<file path="src/mmix_pkg.sv">
package mmix_pkg;

  localparam int FRAC_BITS = 14;

  localparam int THR_W = 15;
  localparam int CMD_W = 16;
  localparam int GAIN_W = 15;
  localparam int PULSE_W = 12;
  localparam int ADDR_W = 5;
  localparam int DATA_W = 32;

  localparam int PROD_W = GAIN_W + CMD_W + 1;
  localparam int RATE_W = PROD_W - FRAC_BITS;
  localparam int AX_W = (RATE_W > CMD_W) ? RATE_W : CMD_W;
  localparam int VAL_W = AX_W + 4;
  localparam int SPAN_W = PULSE_W + 1;
  localparam int SCALED_W = SPAN_W + VAL_W;

  localparam int ONE_Q = 1 << FRAC_BITS;
  localparam int LOW_THROTTLE = (ONE_Q + 99) / 100;
  localparam int PULSE_TOP = (1 << PULSE_W) - 1;
  localparam logic [PULSE_W-1:0] IDLE_PULSE = PULSE_W'(1000);

  localparam int MOTORS = 6;
  localparam int QUEUE_DEPTH = 4;
  localparam int QUEUE_AW = $clog2(QUEUE_DEPTH);

  typedef enum logic [2:0] {
    REG_PULSE_MIN  = 3'd0,
    REG_PULSE_MAX  = 3'd1,
    REG_ROLL_GAIN  = 3'd2,
    REG_PITCH_GAIN = 3'd3,
    REG_YAW_GAIN   = 3'd4,
    REG_HEX_FRAME  = 3'd5
  } reg_idx_t;

  typedef enum logic [1:0] {
    KIND_IDLE,
    KIND_HEX,
    KIND_QUAD_HOLD,
    KIND_QUAD_MIX
  } kind_t;

  typedef logic [PULSE_W-1:0] pulse_t;
  typedef logic [GAIN_W-1:0] gain_t;
  typedef logic signed [AX_W-1:0] axis_t;

  typedef struct packed {
    pulse_t pulse_min;
    pulse_t pulse_max;
    gain_t  roll_gain;
    gain_t  pitch_gain;
    gain_t  yaw_gain;
    logic   hex_frame;
  } cfg_t;

  typedef struct packed {
    kind_t             kind;
    logic [THR_W-1:0]  throttle;
    axis_t             roll;
    axis_t             pitch;
    axis_t             yaw;
  } job_t;

  typedef struct packed {
    logic full;
    logic empty;
  } queue_status_t;

endpackage

</file>
<file path="src/mmix_queue.sv">
module mmix_queue (
  input  logic                    clk,
  input  logic                    rst,
  input  logic                    push,
  input  mmix_pkg::job_t          push_job,
  input  logic                    pop,
  output mmix_pkg::job_t          pop_job,
  output mmix_pkg::queue_status_t status
);
  import mmix_pkg::*;

  job_t                entries [QUEUE_DEPTH];
  logic [QUEUE_AW-1:0] wr_ptr;
  logic [QUEUE_AW-1:0] rd_ptr;
  logic [QUEUE_AW:0]   count;
  logic                push_en;
  logic                pop_en;

  assign status.full  = (count == (QUEUE_AW+1)'(QUEUE_DEPTH));
  assign status.empty = (count == '0);
  assign push_en = push && !status.full;
  assign pop_en  = pop && !status.empty;
  assign pop_job = entries[rd_ptr];

  always_ff @(posedge clk) begin
    if (rst) begin
      wr_ptr <= '0;
      rd_ptr <= '0;
      count  <= '0;
    end else begin
      if (push_en) begin
        wr_ptr <= wr_ptr + 1'b1;
      end
      if (pop_en) begin
        rd_ptr <= rd_ptr + 1'b1;
      end
      unique case ({push_en, pop_en})
        2'b10:   count <= count + 1'b1;
        2'b01:   count <= count - 1'b1;
        default: count <= count;
      endcase
    end
  end

  always_ff @(posedge clk) begin
    if (push_en) begin
      entries[wr_ptr] <= push_job;
    end
  end

endmodule

</file>
<file path="config.mk">
export PLATFORM = sky130hd
export DESIGN_NAME = mmix_queue
export DESIGN_NICKNAME = d
export VERILOG_FILES = /design/src/mmix_pkg.sv /design/src/mmix_queue.sv
export SDC_FILE = /design/constraint.sdc
export NUM_CORES = 1
export LEC_CHECK = 0
export BUFFER_PORTS_ARGS = -buffer_cell sky130_fd_sc_hd__buf_2
export CORE_ASPECT_RATIO = 0.6
export CORE_UTILIZATION = 35
export CTS_CLUSTER_DIAMETER = 30
export DETAILED_ROUTE_END_ITERATION = 10
export PLACE_DENSITY = 0.6
export SETUP_SLACK_MARGIN = 0.2
export SYNTH_ARGS = -nofsm -noshare
export SYNTH_HDL_FRONTEND = slang
export SYNTH_SLANG_ARGS = --single-unit
</file>
<file path="constraint.sdc">
create_clock -name clk -period 8.5 [get_ports clk]
set_input_delay 0.85 -clock clk [delete_from_list [all_inputs] [get_ports clk]]
set_output_delay 0.85 -clock clk [all_outputs]
set_load 0.01 [all_outputs]
</file>
==> results.py <==
metrics = {
    "floorplanning": {
        "die_w_um": 228.7,
        "dieArea_sq_um": 31580,
        "ioPinCount": 148,
        "fp.dieH_um": 138.0,
        "start_util_pct": 35.79,
        "fp.coreArea_sq_um": 30160,
        "rows": 49,
    },
    "timing": {
        "rsz0062_at_grt": "false",
        "period_share_pct": 44.56,
        "fin_ws_ns": 4.713,
        "skew_ns": 0.02374,
        "hold_viol": 0,
        "tightest_slew_ns": 1.161,
        "setup_viol": 0,
        "final_max_slew_viol_count": 0,
        "slew_headroom_pct": 22.59,
        "max_freq_mhz": 264.0,
        "layout_min_cycle_time_ns": 3.787,
        "fin_tns_setup_ns": 0,
    },
    "power": {
        "p_per_area_nw_per_um2": 324.5,
        "irDropWorstVdd_mv": 0.2364,
        "cellLeakagePower_nw": 4.478,
        "power_w": 0.004321,
    },
    "clock_network": {
        "post_cts_buffers": 0,
        "cts.sinks": 293,
        "clk_latency_ns": 0.54,
        "cts_hold_buf": 0,
        "h-tree-depth": 2,
        "cts_tree": "yes",
        "cts_root_buf": "clkbuf_16",
        "ctsResizeCount": 0,
        "clkTransAtPathRegs_ns": 0.06,
        "cts-buffers-inserted": 43,
        "clockBufferDepth": 3,
    },
    "outcome": {
        "outcome": "complete, no violations",
    },
    "final_layout": {
        "seqCellArea_sq_um": 8716,
        "drive_above_1_share_pct": 47.09,
        "multiInputGateArea_sq_um": 1874,
        "syn_to_final_growth_pct": 23.34,
        "layout.nets": 684,
        "nFillCells": 2607,
    },
    "routing": {
        "first_pass_iters": 4,
        "drt_wl_total_um": 20990,
        "avgRoutedWirePerCell_um": 20.10,
        "viasPerCell": 4.827,
        "routed-via-count": 5039,
        "ant_nets": 0,
        "drtIter0Drc": 265,
        "post-route-drc-count": 0,
    },
    "logic_synthesis": {
        "synth_compound_area_share_pct": 0.3940,
        "ys_seq_area_share_pct": 80.66,
        "synth_area_sq_um": 10800,
        "muxShareOfSynthArea_pct": 14.94,
        "syn_inst": 425,
        "yosysWarnings": 0,
        "syn_nets": 506,
        "synth_adder_area_share_pct": 0.7649,
        "syn_area_per_cell_sq_um": 25.40,
        "synth.top_cell.area_share_pct": 78.99,
        "synth_top_area_cell": "edfxtp_1",
        "synthTopCellsByArea": "edfxtp_1 79%, mux4_2 15%, dfxtp_1 1.7%",
        "synth_top_family_by_area": "multiplexers",
        "synthSimpleGateAreaFrac_pct": 0.9271,
        "synth.distinct_cells": 23,
        "synth_seq_cells": 293,
        "synth_xor_area_share_pct": 0.2434,
    },
    "setup_path": {
        "slowest_stage": "dfxtp_4",
        "cp.depth": 3,
        "worst-r2r-cell-count": 4,
        "critPathRequiredTime_ns": 7.65,
        "cp_max_fo": 39,
        "crit_family": "buffers and inverters",
        "crit_type": "flop to output pin",
        "r2r_end": "entries[0][47]",
        "rrSetupSlack_ns": 6.02,
        "crit_path_start_kind": "flop",
        "critPathBufInv": 2,
        "cp_cell_sequence": "buf_4, mux4_2, buf_2",
        "cp.arrival_ns": 2.94,
        "slowest_delay_ns": 0.80,
        "r2r-start": "count[0]",
        "endpoint": "pop_job[19]",
        "worstSetupEndpointType": "output pin",
    },
    "place": {
        "dp_hpwl_um": 11650,
        "globalplace.congestion": 0.7267,
        "place_ws_ns": 5.135,
        "portBuffers": 147,
    },
    "global_routing": {
        "overflow": 0,
        "grt_pass1_vias": 5571,
        "grt_max_degree": 72,
        "antenna_found_initial": 1,
        "track_usage_pct": 13.67,
        "grt_pass1_wl_um": 32550,
    },
    "job": {
        "drv_cap": 0,
    },
    "worst_hold_path": {
        "min_path_type": "flop to flop",
    },
}
-- layout make-up --
cell class                 instances  area share (%)
antenna                            1         0.01879
tap                              408           3.834
sequential                       293           65.45
clock inverter                    31           2.537
multi-input combinational        107           14.08
timing repair buffer             150           5.694
inverter                           8          0.2255
clock buffer                      46           8.165
-- cell families (layout without fill, tap and decap cells) --
kind of cell | count (synthesis) | in the layout
adders and majority gates | 6 | 6
other | 0 | 1
and+or+nand+nor | 18 | 18
AOI/OAI and AO/OA | 8 | 8
DFF | 293 | 293
muxes | 72 | 72
xor gates and xnor gates | 3 | 3
buffers and inverters | 25 | 235
-- synth_stat cells --
master / n
o31ai_1: 1
nor2_1: 6
or3_1: 3
a21oi_1: 4
fa_1: 1
o21ai_0: 3
ha_1: 5
buf_6: 1
inv_1: 8
nand2b_1: 2
buf_1: 2
edfxtp_1: 284
nand2_1: 1
dfxtp_1: 9
buf_12: 7
mux4_1: 1
and2_1: 4
xor2_1: 3
nor3b_2: 1
mux4_2: 70
mux2i_1: 1
buf_2: 7
nor3_1: 1
-- registers in the layout, indices dropped and copies added (netlist names), named ones only --
signal,count
entries,284
count,3
rd_ptr,2
wr_ptr,2
-- per-stage QoR --
| step | cell area, sq um | std cells | util, % | hold WS (ns) |
|---|---|---|---|---|
| after floorplan | 10800 | 425 | - | 0.4591 |
| after global placement | 11890 | 966 | 39.41 | 0.4692 |
| after detailed placement | 11890 | 966 | 39.41 | 0.4865 |
| after CTS | 13310 | 1043 | 44.14 | 0.4822 |
| after global routing | 13310 | 1043 | 44.14 | 0.4983 |
| final | 13320 | 1044 | 44.15 | 0.4952 |
-- power by group --
group | total, W | internal [W] | switching, W
combinational | 0.000769 | 0.000388 | 0.000381
sequential | 0.00183 | 0.00173 | 0.0000994
clock | 0.00172 | 0.00107 | 0.000653
total | 0.00432 | 0.00319 | 0.00113
-- layout by cell type (no fill, tap or decap), drive strengths merged, types with 2 or more instances in the layout --
cell	Yosys	final
edfxtp	284	284
buf	17	150
mux4	71	71
clkbuf	0	46
inv	8	19
clkinv	0	11
dfxtp	9	9
nor2	6	6
ha	5	5
clkinvlp	0	5
and2	4	4
a21oi	4	4
bufinv	0	4
xor2	3	3
o21ai	3	3
or3	3	3
nand2b	2	2
-- metal layers --
layer	global-route usage [%]	share of wire, %	wire (um)	up-vias
li1	-	-	-	2184
met5	0	0	0	-
met3	4.394	7.3	1527	36
met2	22.36	49	10220	160
met4	4.274	1.8	376	0
met1	17.37	42	8863	2659
-- worst min path at each step --
stage                  from             end  slack (ns)  depth (start not counted)
6_report          rd_ptr[1]            flop        0.50                          2
4_1_cts        push_job[11]  entries[0][11]        0.48                          1
5_1_grt        push_job[57]  entries[3][57]        0.50                          1
3_3_place_gp      rd_ptr[1]            flop        0.47                          2
2_1_floorplan     rd_ptr[1]            flop        0.46                          2
3_5_place_dp      rd_ptr[1]            flop        0.49                          2
-- worst reg2reg max path, stage by stage (launching register included) --
cell and delay [ns]:
dfxtp_1 0.43, nor3b_2 0.11, nor2_1 0.33, and2_4 0.44, buf_4 0.74
(Power assumes the default switching activity.)
