<file path="config.mk">
export PLATFORM = sky130hd
export DESIGN_NAME = mmix_regs
export DESIGN_NICKNAME = d
export VERILOG_FILES = /design/src/mmix_pkg.sv /design/src/mmix_regs.sv
export SDC_FILE = /design/constraint.sdc
export NUM_CORES = 1
export LEC_CHECK = 0
export BUFFER_PORTS_ARGS = -buffer_cell sky130_fd_sc_hd__buf_2
export CAP_MARGIN = 10
export CORE_ASPECT_RATIO = 0.6
export CORE_MARGIN = 3
export CORE_UTILIZATION = 40
export CTS_CLUSTER_DIAMETER = 120
export DETAILED_ROUTE_END_ITERATION = 6
export HOLD_SLACK_MARGIN = 0.1
export PLACE_DENSITY = 0.79
export SLEW_MARGIN = 20
export SYNTH_ARGS = -nofsm -noshare
export SYNTH_HDL_FRONTEND = slang
export SYNTH_SLANG_ARGS = --single-unit
</file>
<file path="constraint.sdc">
create_clock -name clk -period 3 [get_ports clk]
set_input_delay 0.75 -clock clk [delete_from_list [all_inputs] [get_ports clk]]
set_output_delay 0.75 -clock clk [all_outputs]
set_load 0.05 [all_outputs]
</file>
<file path="src/mmix_pkg.sv">
package mmix_pkg;

  localparam int FRAC_BITS = 14;

  localparam int THR_W = 15;
  localparam int CMD_W = 16;
  localparam int GAIN_W = 15;
  localparam int PULSE_W = 12;
  localparam int ADDR_W = 5;
  localparam int DATA_W = 32;

  localparam int PROD_W = GAIN_W + CMD_W + 1;
  localparam int RATE_W = PROD_W - FRAC_BITS;
  localparam int AX_W = (RATE_W > CMD_W) ? RATE_W : CMD_W;
  localparam int VAL_W = AX_W + 4;
  localparam int SPAN_W = PULSE_W + 1;
  localparam int SCALED_W = SPAN_W + VAL_W;

  localparam int ONE_Q = 1 << FRAC_BITS;
  localparam int LOW_THROTTLE = (ONE_Q + 99) / 100;
  localparam int PULSE_TOP = (1 << PULSE_W) - 1;
  localparam logic [PULSE_W-1:0] IDLE_PULSE = PULSE_W'(1000);

  localparam int MOTORS = 6;
  localparam int QUEUE_DEPTH = 4;
  localparam int QUEUE_AW = $clog2(QUEUE_DEPTH);

  typedef enum logic [2:0] {
    REG_PULSE_MIN  = 3'd0,
    REG_PULSE_MAX  = 3'd1,
    REG_ROLL_GAIN  = 3'd2,
    REG_PITCH_GAIN = 3'd3,
    REG_YAW_GAIN   = 3'd4,
    REG_HEX_FRAME  = 3'd5
  } reg_idx_t;

  typedef enum logic [1:0] {
    KIND_IDLE,
    KIND_HEX,
    KIND_QUAD_HOLD,
    KIND_QUAD_MIX
  } kind_t;

  typedef logic [PULSE_W-1:0] pulse_t;
  typedef logic [GAIN_W-1:0] gain_t;
  typedef logic signed [AX_W-1:0] axis_t;

  typedef struct packed {
    pulse_t pulse_min;
    pulse_t pulse_max;
    gain_t  roll_gain;
    gain_t  pitch_gain;
    gain_t  yaw_gain;
    logic   hex_frame;
  } cfg_t;

  typedef struct packed {
    kind_t             kind;
    logic [THR_W-1:0]  throttle;
    axis_t             roll;
    axis_t             pitch;
    axis_t             yaw;
  } job_t;

  typedef struct packed {
    logic full;
    logic empty;
  } queue_status_t;

endpackage

</file>
<file path="src/mmix_regs.sv">
module mmix_regs (
  input  logic                          clk,
  input  logic                          rst,
  input  logic                          psel,
  input  logic                          penable,
  input  logic                          pwrite,
  input  logic [mmix_pkg::ADDR_W-1:0]   paddr,
  input  logic [mmix_pkg::DATA_W-1:0]   pwdata,
  output logic [mmix_pkg::DATA_W-1:0]   prdata,
  output logic                          pready,
  output mmix_pkg::cfg_t                cfg
);
  import mmix_pkg::*;

  reg_idx_t reg_idx;
  logic     wr_en;

  assign pready = 1'b1;
  assign reg_idx = reg_idx_t'(paddr[4:2]);
  assign wr_en = psel && penable && pwrite && pready;

  always_ff @(posedge clk) begin
    if (rst) begin
      cfg.pulse_min  <= PULSE_W'(1000);
      cfg.pulse_max  <= PULSE_W'(2000);
      cfg.roll_gain  <= GAIN_W'(ONE_Q);
      cfg.pitch_gain <= GAIN_W'(ONE_Q);
      cfg.yaw_gain   <= GAIN_W'(ONE_Q);
      cfg.hex_frame  <= 1'b0;
    end else if (wr_en) begin
      unique case (reg_idx)
        REG_PULSE_MIN:  cfg.pulse_min  <= pwdata[PULSE_W-1:0];
        REG_PULSE_MAX:  cfg.pulse_max  <= pwdata[PULSE_W-1:0];
        REG_ROLL_GAIN:  cfg.roll_gain  <= pwdata[GAIN_W-1:0];
        REG_PITCH_GAIN: cfg.pitch_gain <= pwdata[GAIN_W-1:0];
        REG_YAW_GAIN:   cfg.yaw_gain   <= pwdata[GAIN_W-1:0];
        REG_HEX_FRAME:  cfg.hex_frame  <= pwdata[0];
        default: ;
      endcase
    end
  end

  always_comb begin
    unique case (reg_idx)
      REG_PULSE_MIN:  prdata = DATA_W'(cfg.pulse_min);
      REG_PULSE_MAX:  prdata = DATA_W'(cfg.pulse_max);
      REG_ROLL_GAIN:  prdata = DATA_W'(cfg.roll_gain);
      REG_PITCH_GAIN: prdata = DATA_W'(cfg.pitch_gain);
      REG_YAW_GAIN:   prdata = DATA_W'(cfg.yaw_gain);
      REG_HEX_FRAME:  prdata = DATA_W'(cfg.hex_frame);
      default:        prdata = '0;
    endcase
  end

endmodule

</file>
==> qor.yml <==
synth_edf_count: 0
r2r_start: "cfg[56]"
synthesis.area_um2: 3510
pwr-share-seq_pct: 44.4
path_clk_slew_ns: 0.05
grt_antenna_before_repair: 0
die_width_um: 127
cellPowerDensity_nw_per_um2: 495
grt_max_degree: 52
drtIter0Drc: 133
ys_seq_elements: 70
grt_pass1_vias: 2709
drt-pass1-iter-count: 4
power_leakage_nw: 2.22
yosysTopAreaCell: "dfxtp_1"
grt_overflow: 0
cts.sinks: 70
die_area_um2: 9980
worst_slew_pin_slew_ns: 0.552
critical_path.max_stage_delay_ns: 0.41
slowest_stage: "nor2b_1"
ys_async_sr_fraction_pct: 0
fin_tns_setup_ns: 0
ff2ff_setup_slack_ns: 2.31
worst_ep_required_time_ns: 2.25
pwr-share-clk_pct: 43.4
ys.flop_type: "dfxtp_1"
fin_nets: 494
largest_reg_flops: 70
ios: 145
skew_ns: 0
drive_gt1_share_pct: 30.0
cts_tree: "built"
setup_viol: 0
period_share_pct: 94.0
rsz0062_at_grt: "no"
cts_buffers: 9
timing.fmax_mhz: 355
grt_pass1_wl_mm: 15.1
yosysSeqAreaShare_pct: 39.9
hold_violations: 0
htree_levels: 3
ys_warn_count: 0
status: "finished clean"
period_minus_slack_ns: 2.82
crit_chain: "buf_2 -> nor2b_1 -> a22oi_1 -> o22ai_1 -> buf_2"
ctsResizeCount: 0
portBuffers: 107
wl_mm: 9.68
start_util_pct: 42.9
hold_buffers: 0
grtUsageTotal_pct: 19.8
syn_avg_cell_area_um2: 9.98
worst_ep_arrival_time_ns: 2.07
critPathBufInv: 2
hold_start: "cfg[51]"
core_area_um2: 8200
ys_types: 33
power_frac_comb_pct: 12.2
critical_path_class: "in2out"
switching_share_pct: 26.6
post_cts_buffers: 0
finalPower_mw: 2.13
synth_cells: 352
largest_registers: "cfg: 70 flops"
hold-path-cell-count: 2
reg2reg_depth: 1
startpoint_type: "primary input"
wl_per_cell_um: 17.2
switchingPower_mw: 0.565
via_per_inst: 4.96
slew_headroom_pct: 63.1
crit_top_cell: "buf_2"
fin_cells: 564
path_delay_family: "buffers and inverters"
hold_path_class: "reg2reg"
internal-power_mw: 1.56
min_to: "cfg[51]"
drv_slew: 0
cp_max_fo: 16
rows: 25
ys_top_cells_by_area: "dfxtp_1, mux2i_1, nand2b_1"
dp_cells: 549
end_kind: "output port"
cts_buffer_depth: 2
vias: 2797
area_delta_synth_final_pct: 22.1
clkLatencyLatePin_ns: 0.33
maxCapViolations: 0
r2r_end: "cfg[56]"
antenna_cells: 0
synth_top_area_share_pct: 39.9
ant_nets: 0
hpwl_mm: 6.84
drc: 0
place_congestion: 0.793
die_height_um: 78.6
ir_drop_mv: 0.311
root_buffer: "clkbuf_16"
top_register: "cfg"
==> cells by family (layout without fill, tap and decap cells) <==
| family | count (synthesis) | in the layout | share of synthesized area, % |
|---|---|---|---|
| AO/OA/AOI/OAI | 28 | 28 | 5.77 |
| buffers and inverters | 43 | 131 | 7.94 |
| flip-flops | 70 | 70 | 39.9 |
| multiplexers | 92 | 92 | 26.8 |
| other | 2 | 18 | 0.214 |
| AND/OR/NAND/NOR | 117 | 117 | 19.4 |
==> synthesized netlist by cell type, drive strengths merged, types with 2 or more instances <==
library cell and count:
a211o 2, a22oi 5, and2 2, and3 2, buf 30, clkbuf 12, conb 2, dfxtp 70
mux2 3, mux2i 88, nand2 13, nand2b 70, nor2 21, nor2b 4, o21a 2, o21ai 6
o221ai 5, o22ai 4, o2bb2ai 2
==> cell usage in the layout (no fill, tap or decap) <==
master,synthesis,routed
a32oi_1,1,1
nor2b_1,4,4
and4_1,1,1
a22oi_1,5,5
o2bb2ai_1,2,2
buf_2,4,107
o21ai_0,6,2
nand2b_1,70,70
o21ai_1,0,4
mux2i_1,88,88
and2_4,1,1
dfxtp_1,70,70
o221ai_1,5,5
nor2_1,20,20
buf_12,0,1
and3_1,2,2
a211o_1,2,2
clkinv_2,0,2
o22ai_1,4,4
mux2_2,3,3
mux4_1,1,1
and4b_1,1,1
a21o_1,1,1
nand2_2,3,3
or2_2,1,1
nor3b_2,1,1
and2_1,1,1
nor2_2,1,1
nand3_4,1,1
nand2_1,10,10
inv_1,1,1
o21a_1,2,2
conb_1,2,18
buf_4,22,7
clkbuf_16,0,9
clkbuf_1,12,4
==> cell type report <==
class / count / area [um^2]
clock buffers: 13 / 240
clock inverters: 2 / 10.0
inverters: 1 / 3.75
well taps: 108 / 135
flip-flops and latches: 70 / 1400
multi-input cells: 255 / 1890
repair buffers: 115 / 608
fillers: 750 / 3900
==> worst max path at each step <==
stage / to / slack [ns] / depth (start not counted) / startpoint
global route: prdata[8] / 0.04 / 5 / paddr[4]
global placement: prdata[8] / 0.24 / 5 / paddr[4]
finish: prdata[8] / 0.18 / 5 / paddr[4]
detailed placement: prdata[8] / 0.21 / 5 / paddr[4]
CTS: prdata[8] / 0.20 / 5 / paddr[4]
floorplan: prdata[11] / 0.08 / 4 / paddr[3]
==> metrics by stage <==
| stage | util (%) | hold WS [ns] | area, um^2 | worst slack, ns |
|---|---|---|---|---|
| after floorplan | - | 0.700 | 3570 | 0.0753 |
| after global placement | 49.3 | 0.473 | 4040 | 0.237 |
| after detailed placement | 49.3 | 0.479 | 4040 | 0.209 |
| after CTS | 52.4 | 0.489 | 4290 | 0.205 |
| after global routing | 52.4 | 0.507 | 4290 | 0.0376 |
| final | 52.4 | 0.487 | 4290 | 0.180 |
==> power by group through the flow <==
| stage | clock [mW] | combinational, mW | sequential (mW) |
|---|---|---|---|
| floorplan | 0 | 0.193 | 0.986 |
| CTS | 0.949 | 0.260 | 0.943 |
| finish | 0.924 | 0.260 | 0.943 |
| global route | 0.997 | 0.276 | 0.943 |
| detailed placement | 0 | 0.259 | 0.963 |
| global placement | 0 | 0.256 | 0.962 |
==> per-layer routing <==
metal	global-route usage, %	vias to the layer above	share of wire, %
li1	-	1370	-
met4	6.21	0	1.0
met5	0	-	0
met2	28.9	95	44
met3	7.21	8	6.7
met1	27.1	1324	48
(Power assumes the default switching activity.)
