[config.mk]
export PLATFORM = sky130hd
export DESIGN_NAME = mmix_front
export DESIGN_NICKNAME = d
export VERILOG_FILES = /design/src/mmix_pkg.sv /design/src/mmix_front.sv
export SDC_FILE = /design/constraint.sdc
export NUM_CORES = 2
export LEC_CHECK = 0
export ABC_AREA = 1
export BUFFER_PORTS_ARGS = -buffer_cell sky130_fd_sc_hd__buf_2
export CORE_MARGIN = 3
export CORE_UTILIZATION = 50
export DETAILED_ROUTE_END_ITERATION = 6
export PLACE_DENSITY_LB_ADDON = 0.05
export SLEW_MARGIN = 0
export SYNTH_ARGS = -nofsm -noshare
export SYNTH_HDL_FRONTEND = slang
export SYNTH_SLANG_ARGS = --single-unit
[constraint.sdc]
create_clock -name clk -period 17.64 [get_ports clk]
set_clock_uncertainty 0.1 [all_clocks]
set_input_delay 3.528 -clock clk [delete_from_list [all_inputs] [get_ports clk]]
set_output_delay 3.528 -clock clk [all_outputs]
set_load 0.01 [all_outputs]
[src/mmix_pkg.sv]
package mmix_pkg;

  localparam int FRAC_BITS = 14;

  localparam int THR_W = 15;
  localparam int CMD_W = 16;
  localparam int GAIN_W = 15;
  localparam int PULSE_W = 12;
  localparam int ADDR_W = 5;
  localparam int DATA_W = 32;

  localparam int PROD_W = GAIN_W + CMD_W + 1;
  localparam int RATE_W = PROD_W - FRAC_BITS;
  localparam int AX_W = (RATE_W > CMD_W) ? RATE_W : CMD_W;
  localparam int VAL_W = AX_W + 4;
  localparam int SPAN_W = PULSE_W + 1;
  localparam int SCALED_W = SPAN_W + VAL_W;

  localparam int ONE_Q = 1 << FRAC_BITS;
  localparam int LOW_THROTTLE = (ONE_Q + 99) / 100;
  localparam int PULSE_TOP = (1 << PULSE_W) - 1;
  localparam logic [PULSE_W-1:0] IDLE_PULSE = PULSE_W'(1000);

  localparam int MOTORS = 6;
  localparam int QUEUE_DEPTH = 4;
  localparam int QUEUE_AW = $clog2(QUEUE_DEPTH);

  typedef enum logic [2:0] {
    REG_PULSE_MIN  = 3'd0,
    REG_PULSE_MAX  = 3'd1,
    REG_ROLL_GAIN  = 3'd2,
    REG_PITCH_GAIN = 3'd3,
    REG_YAW_GAIN   = 3'd4,
    REG_HEX_FRAME  = 3'd5
  } reg_idx_t;

  typedef enum logic [1:0] {
    KIND_IDLE,
    KIND_HEX,
    KIND_QUAD_HOLD,
    KIND_QUAD_MIX
  } kind_t;

  typedef logic [PULSE_W-1:0] pulse_t;
  typedef logic [GAIN_W-1:0] gain_t;
  typedef logic signed [AX_W-1:0] axis_t;

  typedef struct packed {
    pulse_t pulse_min;
    pulse_t pulse_max;
    gain_t  roll_gain;
    gain_t  pitch_gain;
    gain_t  yaw_gain;
    logic   hex_frame;
  } cfg_t;

  typedef struct packed {
    kind_t             kind;
    logic [THR_W-1:0]  throttle;
    axis_t             roll;
    axis_t             pitch;
    axis_t             yaw;
  } job_t;

  typedef struct packed {
    logic full;
    logic empty;
  } queue_status_t;

endpackage

[src/mmix_front.sv]
module mmix_front (
  input  logic                         clk,
  input  logic                         rst,
  input  mmix_pkg::cfg_t               cfg,
  input  logic                         in_valid,
  output logic                         in_stall,
  input  logic [mmix_pkg::THR_W-1:0]   throttle,
  input  logic signed [mmix_pkg::CMD_W-1:0] roll_cmd,
  input  logic signed [mmix_pkg::CMD_W-1:0] pitch_cmd,
  input  logic signed [mmix_pkg::CMD_W-1:0] yaw_cmd,
  input  logic                         armed,
  input  logic                         queue_full,
  output logic                         job_valid,
  output mmix_pkg::job_t               job
);
  import mmix_pkg::*;

  logic signed [PROD_W-1:0] roll_prod;
  logic signed [PROD_W-1:0] pitch_prod;
  logic signed [PROD_W-1:0] yaw_prod;
  job_t                     job_next;
  logic                     load;

  assign roll_prod  = $signed({1'b0, cfg.roll_gain}) * roll_cmd;
  assign pitch_prod = $signed({1'b0, cfg.pitch_gain}) * pitch_cmd;
  assign yaw_prod   = $signed({1'b0, cfg.yaw_gain}) * yaw_cmd;

  always_comb begin
    job_next.throttle = throttle;
    priority if (!armed) begin
      job_next.kind = KIND_IDLE;
    end else if (cfg.hex_frame) begin
      job_next.kind = KIND_HEX;
    end else if (throttle < THR_W'(LOW_THROTTLE)) begin
      job_next.kind = KIND_QUAD_HOLD;
    end else begin
      job_next.kind = KIND_QUAD_MIX;
    end
    if (cfg.hex_frame) begin
      job_next.roll  = AX_W'(roll_cmd);
      job_next.pitch = AX_W'(pitch_cmd);
      job_next.yaw   = AX_W'(yaw_cmd);
    end else begin
      job_next.roll  = AX_W'($signed(roll_prod[PROD_W-1:FRAC_BITS]));
      job_next.pitch = AX_W'($signed(pitch_prod[PROD_W-1:FRAC_BITS]));
      job_next.yaw   = AX_W'($signed(yaw_prod[PROD_W-1:FRAC_BITS]));
    end
  end

  assign in_stall = job_valid && queue_full;
  assign load = !in_stall;

  always_ff @(posedge clk) begin
    if (rst) begin
      job_valid <= 1'b0;
    end else if (load) begin
      job_valid <= in_valid;
    end
  end

  always_ff @(posedge clk) begin
    if (load && in_valid) begin
      job <= job_next;
    end
  end

endmodule

==> run summary <==
The hold slack is 0.369 ns. The relative area change from synthesis to final layout came out at 5.34%. The total count of max-transition violations in the final report came to 0. Entering global routing, the biggest net connects 72 pins. The maximum buffer depth of the clock tree is 2. The combined area of all synthesized cells came out at 29100 um^2. The largest individual stage delay along the critical path comes from the cell fa_1.

In this run the worst setup path begins at roll_cmd[15]. Among all flip-flop cells after synthesis, the most frequent one is edfxtp_1. At the worst endpoint, the required time is 17.65 ns. The slack of the worst reg-to-reg path came out at 15.71 ns. The number of enable-type register cells in the synthesized netlist came out at 71.

The worst setup path is captured at a register. Dividing the synthesized area by the synthesized cell count gives ~7.4 um^2. The critical path ends at job[42]. The average wire per standard cell came out at 15.9 um. The number of cell rows is 87.

Measured in cells, the most critical reg-to-reg path has a length of 4. The number of buffers inserted by post-CTS setup repair is 0. The largest family of logic cells by synthesized area is adder cells. In this run the worst hold path is classified as register to register. The first routing iteration left 1124 violations. At the end of the flow, the number of nets in the layout was about 5000. In the global route stage, overall resource usage came out at 0.261. Routability-driven placement finished with a final weighted congestion of 0.946. The die height is approximately 250 um. The depth of the CTS H-tree came out at 3. The area fraction in compound gates after synthesis is 0.0338.

The headroom to the max-slew limit is 0.235. Of the available clock period, the critical path in the final layout requires 0.505. The count of buffers from port buffering is 186. After detailed routing, the total wire length is roughly 75000 um.

The via-per-instance ratio came out at 4.93. The sort of element at the start of the critical path is an input port. For the pin with the worst max-slew slack, the measured transition is 1.15 ns. The post-cts gate resize count came out at 0. The final HPWL from detailed placement is 61700 um. Yosys mapped the design onto 36 distinct sky130hd cell types. In this design, the stage delay of the slowest critical-path cell is 0.52 ns. The net count after synthesis is 4943. The number of hold-slack violations in the final timing report was 0. The worst setup path is of the input port to register kind. The mux cell area share after synthesis came out at 0. The setup total negative slack came out at 0 ns. The adder-cell share of the synthesized area is 0.521.

The via count of the first global-routing pass is about 24000. The area of the die is 61200 um^2. The count of pins on the block boundary came out at between 200 and 250.

The initial utilization of the core area, before any placement, comes to 0.511. Summed over all layers, the global routing overflow is 0. The fraction of the yosys area taken by sequential cells is 0.0738. The die boundary width is between 200 and 250 um. The endpoint arrival time on the critical path came out at ~8.9 ns. The detailed-router iteration count before antenna repair is 5. The total number of clock tree sinks is 72. The remaining antenna violation count came out at 0. The clock-pin slew on the worst setup and hold paths is 0.06 ns.

The cell that appears most often on the critical path is fa_1. Traced cell by cell, the critical path runs through buf_2 > inv_1 > or2_2 > fa_1 > fa_1 > inv_1 > fa_1 > fa_1 > fa_1 > inv_1 > fa_1 > inv_1 > ha_1 > a21oi_1 > o21ai_0 > a21oi_1 > nand3_1 > or2_2 > nand3_1 > nand2_1. The smallest clock period supported by the final layout is computed as ~8.9 ns. The max-capacitance violation count came out at 0. The number of clock buffers inserted by TritonCTS is 9. After synthesis the netlist holds a flip-flop and latch count of 72.

The simple-gate share of the synthesized area is 0.201. In this run the worst path has a maximum fanout of 15. The cts-stage hold buffer count came out at 0. The ratio of cells with drive above 1 in the final layout came out at 0.0607. The first-pass GRT wire length came out at 126000 um. The worst register-to-register path begins at job_valid.

The number of antenna violations at the first check in global routing is 2. Across all layers, the routed design uses between 20000 and 25000 vias. TritonCTS built the clock tree. The endpoint identified for the worst register-to-register timing path is job[70]. The remaining design rule violation count is 0.

Setup repair after global routing left no endpoint under its margin. For this run, the number of Yosys warnings is 0. The area of the core is 57000 um^2. The startpoint identified for the worst hold timing path is job_valid. The maximum achievable frequency came out at 112 MHz. The root buffer cell chosen for the clock tree is clkbuf_16. The clock latency on the worst-skew pair is 0.37 ns. The number of setup violations in the final report is 0. The synthesized instance count came out at between 3000 and 4000.

The area share of xor/xnor cells in the synthesized design is 0.00361. Counting flops with an async set or reset pin after synthesis yields a share of 0. The run finished with clean final reports.
==> layout make-up <==
| class | instances | area [um^2] |
|---|---|---|
| diodes | 2 | 5.00 |
| clock buffers | 10 | 229 |
| clock inverters | 6 | 43.8 |
| fillers | 5766 | 26300 |
| inverters | 1132 | 4250 |
| multi-input cells | 2543 | 22100 |
| flip-flops and latches | 72 | 2150 |
| well taps | 756 | 946 |
| repair buffers | 189 | 953 |
==> registers in the layout, summed over array words and instances, names as in the netlist <==
signal     cells
job           71
job_valid      1
==> metal layers <==
layer	up-vias	wire length, um	global-route usage
met5	-	16	0
li1	11400	-	-
met3	73	3200	0.0255
met1	11300	33400	0.354
met4	2	1360	0.0527
met2	461	37000	0.457
==> logic make-up after synthesis <==
kind of cell / count (synthesis)
and+or+nand+nor: 1456
AOI/OAI and AO/OA: 184
buffers and inverters: 1299
adders and majority gates: 891
xor gates and xnor gates: 12
DFF: 72
==> placed cells by master, fill, tap and decap left out, types with 5 or more instances in the layout <==
cell type  count
fa_1         537
a21o_1         7
nand2_1     1095
xor2_1         6
nand4_1        6
nand3_1      120
nand3b_1      20
o21bai_1       6
nor3_1        29
nand2_2        5
or2_2         24
edfxtp_1      71
inv_1       1131
buf_2        186
ha_1         354
nor2_1       146
o21ai_0       57
a21oi_1       97
xnor2_1        6
clkbuf_16      9
==> worst min path at each step <==
stage	to	slack (ns)	cells after the start
2_1_floorplan	job_valid	0.39	2
6_report	job_valid	0.37	2
3_5_place_dp	job_valid	0.37	2
5_1_grt	job_valid	0.40	2
4_1_cts	job_valid	0.38	2
3_3_place_gp	job_valid	0.37	2
==> Yosys cell counts (5+ instances only) <==
library cell | count | area [um^2]
a21o_1 | 7 | 52.6
nand4_1 | 6 | 37.5
xnor2_1 | 6 | 52.6
nor2_1 | 147 | 552
nand2_2 | 5 | 31.3
nand2_1 | 1095 | 4110
fa_1 | 537 | 10800
nand3b_1 | 20 | 150
edfxtp_1 | 71 | 2130
o21ai_0 | 57 | 285
clkbuf_1 | 165 | 619
inv_1 | 1131 | 4250
or2_2 | 24 | 150
xor2_1 | 6 | 52.6
a21oi_1 | 97 | 485
nor3_1 | 29 | 145
ha_1 | 354 | 4430
o21bai_1 | 6 | 45.0
nand3_1 | 120 | 601
==> metrics by stage <==
step / worst slack [ns] / std cells / area [um^2] / util
after global placement: 8.31 / 4692 / 30400 / 0.533
after global routing: 8.42 / 4708 / 30700 / 0.538
final: 8.74 / 4710 / 30700 / 0.538
after CTS: 8.72 / 4708 / 30700 / 0.538
after detailed placement: 8.34 / 4692 / 30400 / 0.533
after floorplan: 8.85 / 3914 / 29100 / -
==> worst max-delay path: cells and delay by family <==
kind	cells	cell delay (ns)
AO/OA/AOI/OAI	3	0.57
adder cells (fa/ha/maj)	7	3.22
buffers and inverters	5	0.61
AND/OR/NAND/NOR	5	0.97
Power is left out: the tool's default activity adds up to more than one toggle a clock period on the data nets, which glitch-free logic cannot reach.
